[src/hw/rtl/sba_pkg.sv]
package sba_pkg;

    localparam int SLOTS_DEF = 64;

    localparam int OP_W   = 2;
    localparam int IDX_W  = 16;
    localparam int STS_W  = 3;
    localparam int GNT_W  = 6;
    localparam int ADDR_W = 48;
    localparam int CNT_W  = 7;
    localparam int STR_W  = 10;
    localparam int CFGI_W = 2;
    localparam int PROD_W = IDX_W + STR_W;

    // group width of the two-step free-slot search
    localparam int GRP_W  = 8;
    localparam int LOW_W  = 3;

    localparam logic [OP_W-1:0] OP_ALLOC  = 2'd0;
    localparam logic [OP_W-1:0] OP_FREE   = 2'd1;
    localparam logic [OP_W-1:0] OP_RESET  = 2'd2;
    localparam logic [OP_W-1:0] OP_HANDLE = 2'd3;

    localparam logic [STS_W-1:0] ST_OK        = 3'd0;
    localparam logic [STS_W-1:0] ST_DISABLED  = 3'd1;
    localparam logic [STS_W-1:0] ST_FULL      = 3'd2;
    localparam logic [STS_W-1:0] ST_RANGE     = 3'd3;
    localparam logic [STS_W-1:0] ST_NOT_BUSY  = 3'd4;

    localparam logic [CFGI_W-1:0] CFG_ENABLED  = 2'd0;
    localparam logic [CFGI_W-1:0] CFG_CAPACITY = 2'd1;
    localparam logic [CFGI_W-1:0] CFG_STRIDE   = 2'd2;
    localparam logic [CFGI_W-1:0] CFG_BASE     = 2'd3;

    typedef struct packed {
        logic load;
        logic scan;
        logic exec;
        logic mul;
        logic emit;
    } t_ctrl;

endpackage

[src/hw/rtl/slot_bitmap_allocator.sv]
// A request taken while idle passes through its steps in order (search, decide,
// multiply, add into the output register) before its result strobe.
// A new request is taken only once the last is through; busy drops during the
// strobe cycle so the next start is taken then. Results cannot be stalled by
// the receiver. Reset (synchronous, active low) clears the busy map, the busy
// count and all configuration registers; the config port is always ready.
module slot_bitmap_allocator #(
    parameter int SLOTS = sba_pkg::SLOTS_DEF
) (
    input  logic                          i_clk,
    input  logic                          i_rst_n,
    input  logic                          start,
    output logic                          busy,
    input  logic [sba_pkg::OP_W-1:0]      i_operation,
    input  logic [sba_pkg::IDX_W-1:0]     i_slot_index,
    input  logic                          i_cfg_valid,
    output logic                          o_cfg_ready,
    input  logic [sba_pkg::CFGI_W-1:0]    i_cfg_index,
    input  logic [sba_pkg::ADDR_W-1:0]    i_cfg_data,
    output logic                          o_strobe,
    output logic [sba_pkg::STS_W-1:0]     o_status,
    output logic [sba_pkg::GNT_W-1:0]     o_granted_slot,
    output logic [sba_pkg::ADDR_W-1:0]    o_handle_address,
    output logic [sba_pkg::CNT_W-1:0]     o_allocated_count,
    output logic [sba_pkg::CNT_W-1:0]     o_remaining_count
);

    sba_pkg::t_ctrl ctrl;

    assign o_cfg_ready = 1'b1;

    sba_ctrl u_ctrl (
        .i_clk    (i_clk),
        .i_rst_n  (i_rst_n),
        .i_start  (start),
        .o_busy   (busy),
        .o_strobe (o_strobe),
        .o_ctrl   (ctrl)
    );

    sba_datapath #(
        .SLOTS (SLOTS)
    ) u_datapath (
        .i_clk             (i_clk),
        .i_rst_n           (i_rst_n),
        .i_ctrl            (ctrl),
        .i_operation       (i_operation),
        .i_slot_index      (i_slot_index),
        .i_cfg_valid       (i_cfg_valid),
        .i_cfg_index       (i_cfg_index),
        .i_cfg_data        (i_cfg_data),
        .o_status          (o_status),
        .o_granted_slot    (o_granted_slot),
        .o_handle_address  (o_handle_address),
        .o_allocated_count (o_allocated_count),
        .o_remaining_count (o_remaining_count)
    );

endmodule

[src/hw/rtl/sba_ctrl.sv]
module sba_ctrl (
    input  logic          i_clk,
    input  logic          i_rst_n,
    input  logic          i_start,
    output logic          o_busy,
    output logic          o_strobe,
    output sba_pkg::t_ctrl o_ctrl
);

    typedef enum logic [2:0] {
        S_IDLE,
        S_SCAN,
        S_EXEC,
        S_MUL,
        S_EMIT
    } t_state;

    t_state r_state;
    t_state n_state;
    logic   r_strobe;

    always_comb begin
        n_state = r_state;
        unique case (r_state)
            S_IDLE: begin
                if (i_start) begin
                    n_state = S_SCAN;
                end
            end
            S_SCAN: n_state = S_EXEC;
            S_EXEC: n_state = S_MUL;
            S_MUL:  n_state = S_EMIT;
            S_EMIT: n_state = S_IDLE;
            default: n_state = S_IDLE;
        endcase
    end

    always_ff @(posedge i_clk) begin
        if (!i_rst_n) begin
            r_state  <= S_IDLE;
            r_strobe <= 1'b0;
        end else begin
            r_state  <= n_state;
            r_strobe <= (r_state == S_EMIT);
        end
    end

    assign o_busy      = (r_state != S_IDLE);
    assign o_strobe    = r_strobe;
    assign o_ctrl.load = (r_state == S_IDLE) && i_start;
    assign o_ctrl.scan = (r_state == S_SCAN);
    assign o_ctrl.exec = (r_state == S_EXEC);
    assign o_ctrl.mul  = (r_state == S_MUL);
    assign o_ctrl.emit = (r_state == S_EMIT);

endmodule

[src/hw/rtl/sba_datapath.sv]
module sba_datapath #(
    parameter int SLOTS = sba_pkg::SLOTS_DEF
) (
    input  logic                              i_clk,
    input  logic                              i_rst_n,
    input  sba_pkg::t_ctrl                    i_ctrl,
    input  logic [sba_pkg::OP_W-1:0]          i_operation,
    input  logic [sba_pkg::IDX_W-1:0]         i_slot_index,
    input  logic                              i_cfg_valid,
    input  logic [sba_pkg::CFGI_W-1:0]        i_cfg_index,
    input  logic [sba_pkg::ADDR_W-1:0]        i_cfg_data,
    output logic [sba_pkg::STS_W-1:0]         o_status,
    output logic [sba_pkg::GNT_W-1:0]         o_granted_slot,
    output logic [sba_pkg::ADDR_W-1:0]        o_handle_address,
    output logic [sba_pkg::CNT_W-1:0]         o_allocated_count,
    output logic [sba_pkg::CNT_W-1:0]         o_remaining_count
);

    localparam int MAP_IW = (SLOTS > 1) ? $clog2(SLOTS) : 1;
    // capacity register tops out at 127, so only that many slots are reachable
    localparam int CAP_LIM = (SLOTS < 127) ? SLOTS : 127;
    localparam int NGRP    = (CAP_LIM + sba_pkg::GRP_W - 1) / sba_pkg::GRP_W;

    // configuration
    logic                         r_enabled;
    logic [sba_pkg::CNT_W-1:0]    r_capacity;
    logic [sba_pkg::STR_W-1:0]    r_stride;
    logic [sba_pkg::ADDR_W-1:0]   r_base;

    // request
    logic [sba_pkg::OP_W-1:0]     r_op;
    logic [sba_pkg::IDX_W-1:0]    r_idx;

    // state
    logic [SLOTS-1:0]             r_map;
    logic [SLOTS-1:0]             n_map;
    logic [sba_pkg::CNT_W-1:0]    r_count;
    logic [sba_pkg::CNT_W-1:0]    n_count;

    // search summary
    logic [NGRP-1:0]              r_grp_any;
    logic [NGRP-1:0]              n_grp_any;
    logic [sba_pkg::LOW_W-1:0]    r_grp_low [NGRP];
    logic [sba_pkg::LOW_W-1:0]    n_grp_low [NGRP];

    // result in flight
    logic [sba_pkg::STS_W-1:0]    r_status;
    logic [sba_pkg::STS_W-1:0]    n_status;
    logic [sba_pkg::GNT_W-1:0]    r_granted;
    logic [sba_pkg::GNT_W-1:0]    n_granted;
    logic                         r_hok;
    logic                         n_hok;
    logic [sba_pkg::IDX_W-1:0]    r_mul_idx;
    logic [sba_pkg::IDX_W-1:0]    n_mul_idx;
    logic [sba_pkg::PROD_W-1:0]   r_prod;

    logic [sba_pkg::CNT_W-1:0]    eff_cap;
    logic                         found;
    logic [sba_pkg::CNT_W-1:0]    slot;
    logic                         idx_ok;

    assign eff_cap = (r_capacity > sba_pkg::CNT_W'(CAP_LIM)) ?
                     sba_pkg::CNT_W'(CAP_LIM) : r_capacity;

    // first step: lowest free slot inside each group of eight
    always_comb begin
        int pos;
        for (int g = 0; g < NGRP; g++) begin
            n_grp_any[g] = 1'b0;
            n_grp_low[g] = '0;
            for (int b = sba_pkg::GRP_W - 1; b >= 0; b--) begin
                pos = g * sba_pkg::GRP_W + b;
                if (pos < CAP_LIM && pos < int'(eff_cap) && !r_map[pos]) begin
                    n_grp_any[g] = 1'b1;
                    n_grp_low[g] = sba_pkg::LOW_W'(b);
                end
            end
        end
    end

    // second step: lowest group with a free slot
    always_comb begin
        found = 1'b0;
        slot  = '0;
        for (int g = NGRP - 1; g >= 0; g--) begin
            if (r_grp_any[g]) begin
                found = 1'b1;
                slot  = sba_pkg::CNT_W'(g * sba_pkg::GRP_W)
                      + sba_pkg::CNT_W'(r_grp_low[g]);
            end
        end
    end

    assign idx_ok = (r_idx < sba_pkg::IDX_W'(eff_cap));

    always_comb begin
        n_map     = r_map;
        n_count   = r_count;
        n_status  = sba_pkg::ST_OK;
        n_granted = '0;
        n_hok     = 1'b0;
        n_mul_idx = r_idx;
        unique case (r_op)
            sba_pkg::OP_ALLOC: begin
                n_mul_idx = sba_pkg::IDX_W'(slot);
                if (!r_enabled) begin
                    n_status = sba_pkg::ST_DISABLED;
                end else if (r_count >= eff_cap || !found) begin
                    n_status = sba_pkg::ST_FULL;
                end else begin
                    n_map[MAP_IW'(slot)] = 1'b1;
                    n_count   = r_count + sba_pkg::CNT_W'(1);
                    n_granted = slot[sba_pkg::GNT_W-1:0];
                    n_hok     = 1'b1;
                end
            end
            sba_pkg::OP_FREE: begin
                if (!r_enabled) begin
                    n_status = sba_pkg::ST_DISABLED;
                end else if (!idx_ok) begin
                    n_status = sba_pkg::ST_RANGE;
                end else if (!r_map[MAP_IW'(r_idx)]) begin
                    n_status = sba_pkg::ST_NOT_BUSY;
                end else begin
                    n_map[MAP_IW'(r_idx)] = 1'b0;
                    if (r_count != '0) begin
                        n_count = r_count - sba_pkg::CNT_W'(1);
                    end
                end
            end
            sba_pkg::OP_RESET: begin
                if (!r_enabled) begin
                    n_status = sba_pkg::ST_DISABLED;
                end else begin
                    n_map   = '0;
                    n_count = '0;
                end
            end
            sba_pkg::OP_HANDLE: begin
                if (!idx_ok) begin
                    n_status = sba_pkg::ST_RANGE;
                end else begin
                    n_hok = 1'b1;
                end
            end
            default: n_status = sba_pkg::ST_OK;
        endcase
    end

    always_ff @(posedge i_clk) begin
        if (!i_rst_n) begin
            r_enabled  <= 1'b0;
            r_capacity <= '0;
            r_stride   <= '0;
            r_base     <= '0;
            r_map      <= '0;
            r_count    <= '0;
        end else begin
            if (i_cfg_valid) begin
                unique case (i_cfg_index)
                    sba_pkg::CFG_ENABLED:  r_enabled  <= i_cfg_data[0];
                    sba_pkg::CFG_CAPACITY: r_capacity <= i_cfg_data[sba_pkg::CNT_W-1:0];
                    sba_pkg::CFG_STRIDE:   r_stride   <= i_cfg_data[sba_pkg::STR_W-1:0];
                    sba_pkg::CFG_BASE:     r_base     <= i_cfg_data;
                    default: ;
                endcase
            end
            if (i_ctrl.exec) begin
                r_map   <= n_map;
                r_count <= n_count;
            end
        end
    end

    always_ff @(posedge i_clk) begin
        if (i_ctrl.load) begin
            r_op  <= i_operation;
            r_idx <= i_slot_index;
        end
        if (i_ctrl.scan) begin
            r_grp_any <= n_grp_any;
            r_grp_low <= n_grp_low;
        end
        if (i_ctrl.exec) begin
            r_status  <= n_status;
            r_granted <= n_granted;
            r_hok     <= n_hok;
            r_mul_idx <= n_mul_idx;
        end
        if (i_ctrl.mul) begin
            r_prod <= sba_pkg::PROD_W'(r_mul_idx) * sba_pkg::PROD_W'(r_stride);
        end
        if (i_ctrl.emit) begin
            o_status          <= r_status;
            o_granted_slot    <= r_granted;
            o_handle_address  <= r_hok ? (r_base + sba_pkg::ADDR_W'(r_prod)) : '0;
            o_allocated_count <= r_count;
            o_remaining_count <= (eff_cap > r_count) ? (eff_cap - r_count) : '0;
        end
    end

endmodule

[config.mk]
export PLATFORM = sky130hd
export DESIGN_NAME = slot_bitmap_allocator
export DESIGN_NICKNAME = d
export VERILOG_FILES = /design/src/hw/rtl/sba_pkg.sv /design/src/hw/rtl/slot_bitmap_allocator.sv /design/src/hw/rtl/sba_ctrl.sv /design/src/hw/rtl/sba_datapath.sv
export SDC_FILE = /design/constraint.sdc
export NUM_CORES = 1
export LEC_CHECK = 0
export ABC_CLOCK_PERIOD_IN_PS = 19110
export BUFFER_PORTS_ARGS = -buffer_cell sky130_fd_sc_hd__buf_2
export CORE_ASPECT_RATIO = 0.9
export CORE_MARGIN = 2
export CORE_UTILIZATION = 40
export DETAILED_ROUTE_END_ITERATION = 8
export MAX_ROUTING_LAYER = met4
export SYNTH_ARGS = -nofsm -noshare
export SYNTH_HDL_FRONTEND = slang
export SYNTH_SLANG_ARGS = --single-unit
[constraint.sdc]
create_clock -name i_clk -period 19.11 [get_ports i_clk]
set_input_delay 2.8665 -clock i_clk [delete_from_list [all_inputs] [get_ports i_clk]]
set_output_delay 2.8665 -clock i_clk [all_outputs]
set_load 0.01 [all_outputs]
==> flow_metrics.py <==
metrics = {
    "timing": {
        "relSlewSlack_pct": 12.9,
        "final_hold_viol_count": 0,
        "finalSetupTns_ns": 0,
        "setup_viol": 0,
        "tightestPinTransition_ns": 1.29,
        "holdWs_ns": 0.423,
        "period_minus_slack_ns": 6.05,
        "fin_crit_sh_pct": 31.7,
        "grt_setup_unrepaired": "false",
        "finClkSkew_ns": 0.0238,
        "max_freq_mhz": 165,
        "maxSlewViolCount": 0,
    },
    "layout": {
        "layout-drive-gt1-share_pct": 10.6,
        "final_nets": 2685,
        "layout_common_cells": "nand2_1, edfxtp_1, a21oi_1, inv_1, buf_2",
        "synthToLayoutAreaGrowth_pct": 11.2,
        "layout_commonest_cell": "nand2_1",
        "postLayoutCoreUtil_pct": 44.9,
    },
    "run": {
        "maxCapViolations": 0,
    },
    "cts": {
        "h-tree-depth": 2,
        "cts_buffers": 38,
        "post_cts_buffers": 0,
        "clk_pin_slew_worst_paths_ns": 0.07,
        "root_buffer": "clkbuf_16",
        "insertion_delay_ns": 0.56,
        "cts_tree": "done",
        "holdBufCountCts": 0,
        "clk_path_buf_depth": 3,
        "cts-resized-gates": 0,
        "clock-sinks": 314,
    },
    "route": {
        "antenna_left": 0,
        "drc_errors": 0,
        "drt_wl_total_um": 63000,
        "firstDrtPassIters": 6,
        "vias": 17800,
        "via_per_inst": 5.69,
        "drtIter0Drc": 1825,
        "wl_per_cell_um": 20.2,
    },
    "run_status": {
        "status": "complete, no violations",
    },
    "global_routing": {
        "grt_usage_pct": 22.6,
        "antenna_found_initial": 1,
        "grt_max_degree": 82,
        "grt_overflow_total": 0,
        "grt_pass1_vias": 16900,
        "grt_pass1_wl_um": 97100,
    },
    "synthesis": {
        "ys_warn_count": 0,
        "avgSynthCellArea_um2": 9.39,
        "ys_ff_latch": 314,
        "synth-seq-area-share_pct": 36.7,
        "synth_flop_cell": "edfxtp_1",
        "synth_edf_count": 173,
        "syn_nets": 2621,
        "synthCells": 2326,
        "ys_async_sr_fraction_pct": 0,
        "synth_cell_types": 88,
        "syn_area_mm2": 0.0218,
    },
    "placement": {
        "io_buffers": 144,
        "dp_hpwl_um": 46400,
        "place_congestion": 0.933,
    },
    "critical_path": {
        "arrival_ns": 6.37,
        "required_ns": 19.43,
        "critPathKind": "reg2reg",
        "crit_fanout": 17,
        "cp-start-kind": "flip-flop",
        "cp-end-kind": "flip-flop",
    },
    "floorplan": {
        "core_mm2": 0.0541,
        "die_w_um": 250,
        "ioPinCount": 146,
        "fp.dieArea_mm2": 0.0565,
        "core.rowCount": 81,
        "fp.dieH_um": 226,
        "initial_utilization_pct": 40.4,
    },
    "worst_hold_path": {
        "hp-class": "reg2reg",
    },
    "power": {
        "powerDensity_mw_per_mm2": 75.7,
        "total_leakage_power_nw": 9.85,
        "ir_drop_v": 0.0000603,
    },
}
-- worst max-delay path, cell delays in order (launching register included) --
cell and delay, ns:
dfxtp_1 0.70, nand2_1 0.16, fa_1 0.56, inv_1 0.05, fa_1 0.54, fa_1 0.45
fa_1 0.54, inv_1 0.05, fa_1 0.53, inv_1 0.04, ha_1 0.34, a21oi_1 0.16
o21ai_0 0.15, a31oi_1 0.27, o21ai_0 0.26, a221o_1 0.41, a221o_1 0.33, a21oi_1 0.18
xnor2_1 0.08
-- flip-flops by register name, summed over array words and instances (netlist names), 2 cells and up --
| signal | flops |
|---|---|
| u_datapath.r_base | 48 |
| u_datapath.o_remaining_count | 7 |
| u_datapath.r_map | 64 |
| u_ctrl.r_state | 3 |
| u_datapath.r_grp_low | 24 |
| u_datapath.r_stride | 10 |
| u_datapath.r_granted | 6 |
| u_datapath.o_allocated_count | 7 |
| u_datapath.o_status | 3 |
| u_datapath.o_granted_slot | 6 |
| u_datapath.r_status | 3 |
| u_datapath.r_mul_idx | 16 |
| u_datapath.o_handle_address | 48 |
| u_datapath.r_count | 7 |
| u_datapath.r_capacity | 7 |
| u_datapath.r_idx | 16 |
| u_datapath.r_prod | 26 |
| u_datapath.r_grp_any | 8 |
| u_datapath.r_op | 2 |
-- cell usage after synthesis, drive strengths merged (7+ instances only) --
cell | instances | area share, %
a211o | 7 | 0.28
a211oi | 7 | 0.24
a21boi | 72 | 2.5
a21o | 26 | 0.89
a21oi | 166 | 3.8
a221oi | 11 | 0.47
a22oi | 10 | 0.34
a31oi | 8 | 0.23
a41oi | 7 | 0.28
and2 | 125 | 3.6
and3 | 15 | 0.43
buf | 30 | 0.88
clkbuf | 107 | 1.8
dfxtp | 141 | 13
edfxtp | 173 | 24
fa | 113 | 10
ha | 110 | 6.3
inv | 151 | 2.6
mux2i | 26 | 1.2
nand2 | 345 | 5.9
nand2b | 32 | 0.92
nand3 | 28 | 0.64
nand3b | 18 | 0.62
nand4 | 9 | 0.26
nor2 | 98 | 1.7
nor2b | 41 | 1.2
nor3 | 71 | 1.7
nor3b | 15 | 0.56
nor4 | 7 | 0.20
o211ai | 20 | 0.69
o21a | 25 | 0.86
o21ai | 79 | 1.8
o21bai | 7 | 0.24
o221a | 49 | 2.5
o22ai | 11 | 0.32
o311ai | 17 | 0.68
or3 | 14 | 0.40
xnor2 | 35 | 1.4
xor2 | 15 | 0.60
-- final timing paths --
path / from / end / slack (ns) / cells past startpoint
worst max-delay path: u_datapath.r_stride[3]$_SDFFE_PN0P_ / u_datapath.r_prod[25]$_DFFE_PP_ / 13.06 / 18
worst min-delay path: u_datapath.r_status[0]$_DFFE_PN_ / u_datapath.o_status[0]$_DFFE_PP_ / 0.42 / 0
worst max register to register: u_datapath.r_stride[3]$_SDFFE_PN0P_ / u_datapath.r_prod[25]$_DFFE_PP_ / 13.06 / 18
worst min register to register: u_datapath.r_status[0]$_DFFE_PN_ / u_datapath.o_status[0]$_DFFE_PP_ / 0.42 / 0
-- cell families after synthesis --
kind of cell,Yosys count,share of synthesized area [%]
AOI/OAI and AO/OA,565,17.9
xor gates and xnor gates,50,2.00
adders and majority gates,223,16.7
buffers and inverters,288,5.31
DFF,314,36.7
muxes,38,2.12
other,1,0.0172
and+or+nand+nor,847,19.3
-- metrics by stage --
| stage | total power [mW] | instance area [µm²] | std cells | setup WS, ns |
|---|---|---|---|---|
| after global routing | 1.92 | 24300 | 3126 | 12.71 |
| after floorplan | 1.00 | 21800 | 2326 | 12.88 |
| after global placement | 1.10 | 23000 | 3055 | 13.17 |
| after CTS | 1.86 | 24300 | 3124 | 13.04 |
| after detailed placement | 1.10 | 23000 | 3055 | 13.04 |
| final | 1.84 | 24300 | 3126 | 13.06 |
-- layout make-up --
cell class / count / area (µm²)
diodes: 2 / 5.00
clock buffers: 52 / 1070
clock inverters: 17 / 214
fillers: 5144 / 29800
inverters: 151 / 567
multi-input cells: 1724 / 12700
flip-flops and latches: 314 / 8020
well taps: 705 / 882
repair buffers: 161 / 851
-- power by group --
| part | switching (mW) | internal [mW] | total, mW |
|---|---|---|---|
| Combinational | 0.196 | 0.102 | 0.299 |
| Sequential | 0.0362 | 0.756 | 0.792 |
| Clock | 0.298 | 0.450 | 0.749 |
| Total | 0.531 | 1.31 | 1.84 |
-- metal layers --
layer  vias up  part of all wire [%]  track usage, %
met5         -                     0               -
met1      8617                    48            32.8
met3       110                   8.7            4.67
li1       8342                     -               -
met2       718                    41            31.6
met4         0                   2.7            6.70
Power figures use the tool's default switching activity.
